## src/design/bbc_pkg.sv

```systemverilog
// Shared types, character codes and decode functions for the bracket balance checker.
package bbc_pkg;

  // Bracket type as stored on the stack.
  typedef enum logic [1:0] {
    BR_ROUND  = 2'd0,
    BR_SQUARE = 2'd1,
    BR_CURLY  = 2'd2,
    BR_NONE   = 2'd3
  } bracket_t;

  // Result status codes.
  typedef enum logic [1:0] {
    ST_VALID    = 2'd0,
    ST_INVALID  = 2'd1,
    ST_OVERFLOW = 2'd2,
    ST_UNUSED   = 2'd3
  } status_t;

  // Result handed from the engine to the output register.
  typedef struct packed {
    logic    done;
    status_t status;
  } bbc_result_t;

  // Character codes.
  localparam logic [7:0] CH_OPEN_ROUND   = 8'h28;
  localparam logic [7:0] CH_OPEN_SQUARE  = 8'h5B;
  localparam logic [7:0] CH_OPEN_CURLY   = 8'h7B;
  localparam logic [7:0] CH_CLOSE_ROUND  = 8'h29;
  localparam logic [7:0] CH_CLOSE_SQUARE = 8'h5D;
  localparam logic [7:0] CH_CLOSE_CURLY  = 8'h7D;

  // Type of an opening bracket, or BR_NONE.
  function automatic bracket_t open_type(input logic [7:0] c);
    bracket_t t;
    case (c)
      CH_OPEN_ROUND:  t = BR_ROUND;
      CH_OPEN_SQUARE: t = BR_SQUARE;
      CH_OPEN_CURLY:  t = BR_CURLY;
      default:        t = BR_NONE;
    endcase
    return t;
  endfunction

  // Type of a closing bracket, or BR_NONE.
  function automatic bracket_t close_type(input logic [7:0] c);
    bracket_t t;
    case (c)
      CH_CLOSE_ROUND:  t = BR_ROUND;
      CH_CLOSE_SQUARE: t = BR_SQUARE;
      CH_CLOSE_CURLY:  t = BR_CURLY;
      default:         t = BR_NONE;
    endcase
    return t;
  endfunction

endpackage

```

## src/design/bbc_stack_ram.sv

```systemverilog
// Stack storage: one write port and one registered read port.
module bbc_stack_ram
  import bbc_pkg::*;
#(
  parameter int ADDR_W = 7
) (
  input  logic              clk,
  input  logic              wr_en,
  input  logic [ADDR_W-1:0] wr_addr,
  input  bracket_t          wr_data,
  input  logic [ADDR_W-1:0] rd_addr,
  output bracket_t          rd_data
);

  bracket_t mem [(1 << ADDR_W)];
  bracket_t rd_data_r;

  // Write port.
  always_ff @(posedge clk) begin
    if (wr_en) begin
      mem[wr_addr] <= wr_data;
    end
  end

  // Registered read port.
  always_ff @(posedge clk) begin
    rd_data_r <= mem[rd_addr];
  end

  assign rd_data = rd_data_r;

endmodule

```

## src/design/bbc_engine.sv

```systemverilog
// Stack engine: top-of-stack register, entry count, error flags and memory prefetch.
module bbc_engine
  import bbc_pkg::*;
#(
  parameter int STACK_DEPTH = 128
) (
  input  logic        clk,
  input  logic        rst_n,
  input  logic        step,
  input  logic [7:0]  char_byte,
  input  logic        end_of_string,
  output bbc_result_t result
);

  localparam int CW = $clog2(STACK_DEPTH + 1);
  localparam int AW = $clog2(STACK_DEPTH);

  logic [CW-1:0] count_r, count_nxt, count_op;
  bracket_t      tos_r, tos_nxt;
  logic          mismatch_r, mismatch_nxt, mismatch_op;
  logic          overflow_r, overflow_nxt, overflow_op;
  logic          fwd_sel_r, fwd_sel_nxt;
  bracket_t      fwd_data_r;
  bracket_t      below;
  bracket_t      ot, ct;
  logic          wr_en;
  logic [CW-1:0] cnt_m1, rd_cnt;
  logic [AW-1:0] wr_addr, rd_addr;
  bracket_t      rd_data;

  // Memory holds every entry below the top one; the top lives in tos_r.
  bbc_stack_ram #(.ADDR_W(AW)) u_ram (
    .clk     (clk),
    .wr_en   (wr_en),
    .wr_addr (wr_addr),
    .wr_data (tos_r),
    .rd_addr (rd_addr),
    .rd_data (rd_data)
  );

  // The entry under the top, forwarded when it was written last cycle.
  assign below   = fwd_sel_r ? fwd_data_r : rd_data;
  assign ot      = open_type(char_byte);
  assign ct      = close_type(char_byte);
  assign cnt_m1  = count_r - CW'(1);
  assign wr_addr = cnt_m1[AW-1:0];

  // Push, pop and flag updates for one character.
  always_comb begin
    count_op    = count_r;
    tos_nxt     = tos_r;
    mismatch_op = mismatch_r;
    overflow_op = overflow_r;
    wr_en       = 1'b0;
    if (step) begin
      if (ot != BR_NONE) begin
        if (count_r == CW'(STACK_DEPTH)) begin
          overflow_op = 1'b1;
        end else begin
          count_op = count_r + CW'(1);
          tos_nxt  = ot;
          wr_en    = (count_r != '0);
        end
      end else if (ct != BR_NONE) begin
        if (count_r == '0) begin
          mismatch_op = 1'b1;
        end else begin
          count_op = cnt_m1;
          tos_nxt  = below;
          if (tos_r != ct) begin
            mismatch_op = 1'b1;
          end
        end
      end
    end
  end

  // Status at the end of a string, then clear for the next one.
  always_comb begin
    result.done = step && end_of_string;
    if (overflow_op) begin
      result.status = ST_OVERFLOW;
    end else if (mismatch_op || (count_op != '0)) begin
      result.status = ST_INVALID;
    end else begin
      result.status = ST_VALID;
    end
    if (result.done) begin
      count_nxt    = '0;
      mismatch_nxt = 1'b0;
      overflow_nxt = 1'b0;
    end else begin
      count_nxt    = count_op;
      mismatch_nxt = mismatch_op;
      overflow_nxt = overflow_op;
    end
  end

  // Prefetch the entry that will sit under the next top.
  assign rd_cnt      = count_nxt - CW'(2);
  assign rd_addr     = rd_cnt[AW-1:0];
  assign fwd_sel_nxt = wr_en && (wr_addr == rd_addr);

  // Control state.
  always_ff @(posedge clk) begin
    if (!rst_n) begin
      count_r    <= '0;
      mismatch_r <= 1'b0;
      overflow_r <= 1'b0;
      fwd_sel_r  <= 1'b0;
    end else begin
      count_r    <= count_nxt;
      mismatch_r <= mismatch_nxt;
      overflow_r <= overflow_nxt;
      fwd_sel_r  <= fwd_sel_nxt;
    end
  end

  // Payload registers.
  always_ff @(posedge clk) begin
    tos_r      <= tos_nxt;
    fwd_data_r <= tos_r;
  end

endmodule

```

## config.mk

```make
export PLATFORM = sky130hd
export DESIGN_NAME = bbc_engine
export DESIGN_NICKNAME = d
export VERILOG_FILES = /design/src/design/bbc_pkg.sv /design/src/design/bbc_stack_ram.sv /design/src/design/bbc_engine.sv
export SDC_FILE = /design/constraint.sdc
export NUM_CORES = 1
export LEC_CHECK = 0
export BUFFER_PORTS_ARGS = -buffer_cell sky130_fd_sc_hd__buf_4
export CORE_ASPECT_RATIO = 0.9
export CORE_MARGIN = 8
export CORE_UTILIZATION = 68
export DETAILED_ROUTE_END_ITERATION = 16
export GPL_ROUTABILITY_DRIVEN = 0
export GPL_TIMING_DRIVEN = 0
export HOLD_SLACK_MARGIN = 0.05
export PLACE_DENSITY = 0.92
export SETUP_SLACK_MARGIN = 0.2
export SLEW_MARGIN = 30
export SYNTH_ARGS = -nofsm -noshare
export SYNTH_HDL_FRONTEND = slang
export SYNTH_SLANG_ARGS = --single-unit
export TNS_END_PERCENT = 10
```

## constraint.sdc

```tcl
create_clock -name clk -period 11.5 [get_ports clk]
set_input_delay 1.15 -clock clk [delete_from_list [all_inputs] [get_ports clk]]
set_output_delay 1.15 -clock clk [all_outputs]
set_load 0.02 [all_outputs]
```

==> results of run 1 <==
[worst paths after layout]
path,cells past startpoint,end
worst max-delay path,20,u_ram.rd_data[1]
worst min-delay path,2,mismatch_r
worst max register to register,20,u_ram.rd_data[1]
worst min register to register,2,mismatch_r
[per-stage QoR]
step                      cells  total power, uW  utilization
after global routing       1341             2050        0.765
after detailed placement   1289             1130        0.716
after CTS                  1341             2020        0.765
final                      1342             2020        0.765
after floorplan            1014             1110            -
after global placement     1277             1130        0.707
[flip-flops by register name, indices dropped and copies added (netlist names)]
| name | cells |
|---|---|
| u_ram.mem | 256 |
| count_r | 8 |
| fwd_data_r | 2 |
| tos_r | 2 |
| u_ram.rd_data | 2 |
| fwd_sel_r | 1 |
| mismatch_r | 1 |
| overflow_r | 1 |
[routing by layer]
layer,part of all wire,vias to the layer above,global-route usage
met4,0.077,2,0.180
met5,0.00033,-,0
met1,0.32,4754,0.401
li1,-,4063,-
met2,0.44,1141,0.503
met3,0.17,333,0.131
[placed cells by master, fill, tap and decap left out, drive strengths merged, types with 14 or more instances in the layout]
master / n
dfxtp: 15
edfxtp: 258
clkinv: 15
nand3: 23
buf: 46
clkbuf: 72
mux2: 25
o221ai: 22
nand2: 81
nor2: 169
a21oi: 30
o21ai: 29
mux4: 31
nor3: 14
o22ai: 36
mux2i: 37
nor2b: 16
[where the power goes]
group	total, uW	internal, uW	leakage [uW]	switching (uW)
clock	915	519	0.000449	396
combinational	38.4	12.3	0.00161	26.2
sequential	1070	1070	0.00244	0.185
[critical path, cell delays in order (launching register included)]
cell and delay [ns]:
dfxtp_1 0.31, buf_2 0.23, inv_1 0.15, clkbuf_1 0.47
clkbuf_1 0.51, ha_1 0.45, or4b_4 0.57, o21a_1 0.25
nand3_1 0.12, a32oi_1 0.15, o21ai_1 0.65, inv_2 0.19
clkbuf_1 0.38, buf_1 0.48, ha_1 0.47, xnor2_2 0.66
buf_2 0.50, mux4_2 0.41, a2111oi_0 0.63, nor4_1 0.12
o31a_1 0.39
[area by class of cell]
cell class | instances | area [sq um] | share of cell area
antenna | 1 | 2.50 | 0.000173
buffer | 61 | 282 | 0.0194
clock buffer | 32 | 716 | 0.0494
clock inverter | 20 | 209 | 0.0144
inverter | 10 | 37.5 | 0.00259
multi-input combinational | 670 | 4620 | 0.319
sequential | 273 | 8050 | 0.556
tap | 250 | 313 | 0.0216
timing repair buffer | 25 | 251 | 0.0174
[cell families after synthesis]
family / count (synthesis) / synth area share
DFF: 273 / 0.620
xor gates and xnor gates: 16 / 0.0114
and+or+nand+nor: 362 / 0.128
buffers and inverters: 71 / 0.0246
adders and majority gates: 3 / 0.00289
AOI/OAI and AO/OA: 196 / 0.108
muxes: 93 / 0.104
[cells in the mapped netlist, drive strengths merged, types with 8 or more instances]
cell type,number
nor2b,16
o221ai,22
mux4,31
nor4,10
o22ai,36
buf,21
nor2,169
inv,9
xnor2,11
dfxtp,15
edfxtp,258
nor3,14
mux2i,37
mux2,25
clkbuf,40
o21ai,29
nand3,23
nand2,81
nand4,8
a21oi,30
o211ai,8
==> metrics.cfg, run 1 <==
[synth]
avgSynthCellArea_sq_um=12.8
synth_seq_cells=273
synth_area_leaders=edfxtp_1, mux4_2, nor2_1
yosysWarnings=0
synth_cell_type_count=79
synthCells=1014
async_flop_share=0
synth_ff_type=edfxtp_1
synth_fp_nets=1029
synth_largest_area_cell=edfxtp_1
syn_area_sq_um=13000
synth_enable_flop_cells=258
seq_area_frac_synth=0.620
yosysTopAreaCellShare=0.597

[place]
hpwlAfterDp_um=26500
place_ws_ns=3.76
place_area_sq_um=13600
portBuffers=13

[worst_setup_path]
required_ns=11.90
critical_path_class=reg2reg
critical_path_arrival_ns=8.70
worstPathMaxFanout=10
rrSetupSlack_ns=3.20
critPathLaunch=count_r[0]
worstSetupStartpointType=flop
cp-end-kind=flop
r2r_start=count_r[0]

[sta]
slew_violations=0
setup_slack_ns=3.20
rsz0062_at_grt=no
max_freq_mhz=120
finalClockSkew_ns=0.0273
worst_pin_slew_ns=0.972
setup_violations=0
final.setup.tns_ns=0
finalCritPeriodShare=0.722
layout_min_cycle_time_ns=8.30
hold_violations=0
slew_headroom=0.348
hold_ws_ns=0.485

[detailed_routing]
via_per_inst=7.67
ant_nets=0
routedWlPerCell_um=29.7
drtIter0Drc=2049
drtPass1Iterations=9
wirelength_um=39800
vias=10300
drc_errors=0

[global_routing]
grt_max_degree=25
track_usage=0.331
grt_first_pass_wirelength_um=59200
grt_pass1_vias=10000
grt_overflow=0
antenna_found_initial=1

[floorplan]
io_pins=15
die_area_sq_um=23800
die_x_um=162
core_area_sq_um=18900
initial_utilization=0.686
fp.dieH_um=147
rows=48

[clocking]
cts_setup_buffers=0
cts_max_level=1
cts_sinks=273
cts-root-buf=clkbuf_16
cts_resized=0
ctsHoldBuffers=0
insertion_delay_ns=0.57
clkTransAtPathRegs_ns=0.07
cts_made_buffers=28
cts_buffer_depth=3
cts_tree=yes

[layout]
layout.nets=1084
fin_area_sq_um=14500
n_fill_cell=1082
drive_above_1_share=0.146
synthToLayoutAreaGrowth_pct=11.6

[worst_hold_path]
hold_class=reg2reg
worstHoldStart=mismatch_r

[run]
cap_violations=0

[pwr]
peakVddDrop_mv=0.191
power.leakage_uw=0.00450
power_density_nw_per_um2=140

[run_status]
status=completed

Note: power is estimated with default switching activity, not from simulation.
==> inputs of run 2 (changes only) <==
- CORE_UTILIZATION: 68 -> 63
- PLACE_DENSITY: 0.92 -> 0.87
- clock period: 11.5 -> 7.7 ns (I/O delays scaled with it)
==> run 2 against run 1 <==
Total power increased by 45%. Routed wire length shrank 1.7%. Combinational power is 50% higher. Maximum frequency grew 11%. Sequential power grew 50%. Utilization fell by 4.8 points. Via count fell by 1.3%. Sequential share of layout area grew 0.17 points.
==> metrics.cfg, run 2 (synthesis results as in run 1) <==
[global_routing]
track_usage=0.301  ; was 0.331
grt_first_pass_wirelength_um=58300  ; was 59,200 um
grt_pass1_vias=9733  ; was 10,000
grt_overflow=0  ; unchanged
grt_max_degree=26  ; was 25
antenna_found_initial=1  ; unchanged

[place]
hpwlAfterDp_um=26100  ; was 26,500 um
place_ws_ns=-0.244  ; was 3.76 ns
portBuffers=13  ; unchanged
place_inst=1295  ; was 1,289

[detailed_routing]
wirelength_um=39200  ; was 39,800 um
drtPass1Iterations=13  ; was 9
vias=10200  ; was 10,300
via_per_inst=7.56  ; was 7.67
ant_nets=0  ; unchanged
routedWlPerCell_um=29.1  ; was 29.7 um
drtIter0Drc=1957  ; was 2,049
drc_errors=0  ; unchanged

[worst_setup_path]
cpLargestDelayFamily=buffers and inverters  ; unchanged
crit_slowest_cell=clkbuf_1  ; was xnor2_2
worstPathMaxFanout=10  ; unchanged
critical_path_arrival_ns=7.92  ; was 8.70 ns
cp_common_cell=clkbuf_1  ; unchanged
path_cells=buf_2, inv_1, clkbuf_1, clkbuf_2, ha_1, or4b_4, o21a_1, nand3_1, a32oi_1, o21ai_2, inv_2, clkbuf_2, buf_2, ha_1, clkbuf_1, clkbuf_1, clkbuf_1, mux4_2, nand2_1, o311a_1, o221a_1  ; was buf_2, inv_1, clkbuf_1, clkbuf_1, ha_1, or4b_4, o21a_1, nand3_1, a32oi_1, o21ai_1, inv_2, clkbuf_1, buf_1, ha_1, xnor2_2, buf_2, mux4_2, a2111oi_0, nor4_1, o31a_1
worstRegToRegCells=21  ; was 20
critPathMaxStageDelay_ns=0.59  ; was 0.66 ns
crit_buf_inv=10  ; was 8
r2r_end=u_ram.rd_data[0]  ; was u_ram.rd_data[1]
rrSetupSlack_ns=0.24  ; was 3.20 ns
r2r_start=count_r[0]  ; unchanged
worstSetupStartpointType=flop  ; unchanged
cp-end-kind=flop  ; unchanged
critical_path_class=reg2reg  ; unchanged
required_ns=8.16  ; was 11.90 ns

[run]
cap_violations=0  ; unchanged

[layout]
layout_commonest_cell=edfxtp_1  ; unchanged
layout.nets=1083  ; was 1,084
fin_cells=1344  ; was 1,342
drive_above_1_share=0.148  ; was 0.146
final_cell_mix=edfxtp_1, nor2_1, nand2_1, clkbuf_1, mux2i_1  ; unchanged
largest_register=u_ram.mem  ; unchanged
reg_top3=u_ram.mem x256, count_r x8  ; unchanged
largest_reg_flops=256  ; unchanged
synthToLayoutAreaGrowth_pct=11.3  ; was 11.6%

[sta]
max_freq_mhz=134  ; was 120 MHz
setup_slack_ns=0.240  ; was 3.20 ns
finalClockSkew_ns=0.0232  ; was 0.0273 ns
layout_min_cycle_time_ns=7.46  ; was 8.30 ns
setup_violations=0  ; unchanged
hold_violations=0  ; unchanged
rsz0062_at_grt=no  ; unchanged
hold_ws_ns=0.469  ; was 0.485 ns
slew_violations=0  ; unchanged
slew_headroom=0.289  ; was 0.348
finalCritPeriodShare=0.969  ; was 0.722
worst_pin_slew_ns=1.06  ; was 0.972 ns

[floorplan]
initial_utilization=0.645  ; was 0.686
rows=49  ; was 48
fp.dieH_um=152  ; was 147 um
io_pins=15  ; unchanged
die_area_sq_um=25400  ; was 23,800 sq um
die_x_um=167  ; was 162 um
core_area_sq_um=20100  ; was 18,900 sq um

[worst_hold_path]
hold_class=reg2reg  ; unchanged
worstHoldStart=mismatch_r  ; unchanged
min_to=mismatch_r  ; unchanged
holdPathStages=2  ; unchanged

[clocking]
cts_tree=yes  ; unchanged
cts_buffer_depth=3  ; unchanged
ctsHoldBuffers=0  ; unchanged
cts_sinks=273  ; unchanged
cts-root-buf=clkbuf_16  ; unchanged
insertion_delay_ns=0.56  ; was 0.57 ns
cts_made_buffers=26  ; was 28
cts_max_level=1  ; unchanged
clkTransAtPathRegs_ns=0.07  ; about the same

[pwr]
power.leakage_uw=0.00446  ; was 0.00450 uW
finalPower_uw=2930  ; was 2020 uW
power_density_nw_per_um2=203  ; was 140 nW/um^2
peakVddDrop_mv=0.259  ; was 0.191 mV

[run_status]
status=completed  ; unchanged

[run 2: layout make-up]
type,count,area [sq um]
diodes,1,2.50
inverters,10,37.5
multi-input cells,670,4640
clock buffers,30,666
fillers,1297,5680
plain buffers,61,287
repair buffers,26,267
clock inverters,18,173
well taps,255,319
flip-flops and latches,273,8050
[run 2: through the flow]
stage	utilization	instance area [sq um]	setup TNS [ns]
detailed placement	0.675	13600	-0.541
finish	0.718	14400	0
global route	0.718	14400	0
floorplan	-	13000	0
CTS	0.717	14400	0
global placement	0.666	13400	-1.27
[run 2: report_power, final]
| part | leakage, uW | switching (uW) | internal [uW] |
|---|---|---|---|
| clock | 0.000397 | 578 | 694 |
| combinational | 0.00163 | 39.1 | 18.4 |
| sequential | 0.00244 | 0.291 | 1600 |
| total | 0.00446 | 618 | 2310 |
[run 2: how the worst max path moves through the flow]
stage / depth (start not counted) / endpoint / startpoint / slack (ns)
3_5_place_dp: 21 / u_ram.rd_data[0] / count_r[0] / -0.24
3_3_place_gp: 23 / u_ram.rd_data[1] / count_r[0] / -0.49
4_1_cts: 22 / u_ram.rd_data[1] / count_r[0] / 0.30
6_report: 21 / u_ram.rd_data[0] / count_r[0] / 0.24
5_1_grt: 23 / u_ram.rd_data[1] / count_r[0] / 0.29
2_1_floorplan: 21 / u_ram.rd_data[0] / count_r[0] / 2.10
[run 2: routing by layer]
layer	GRT usage	share of wire	vias to the layer above
met1	0.392	0.34	4752
met3	0.115	0.17	292
met5	0	0.0012	-
li1	-	-	4050
met4	0.147	0.065	2
met2	0.439	0.43	1062
[run 2: what timing repair did]
action / CTS / global route
buffers inserted: 0 / 0
gates resized for setup: 3 / 6
endpoints found under the setup margin: 3 / 3
[run 2: worst min-delay path: stages, from the launching register on]
cell and delay (ns):
dfxtp_1 0.31, a31oi_1 0.04, nor2_1 0.08
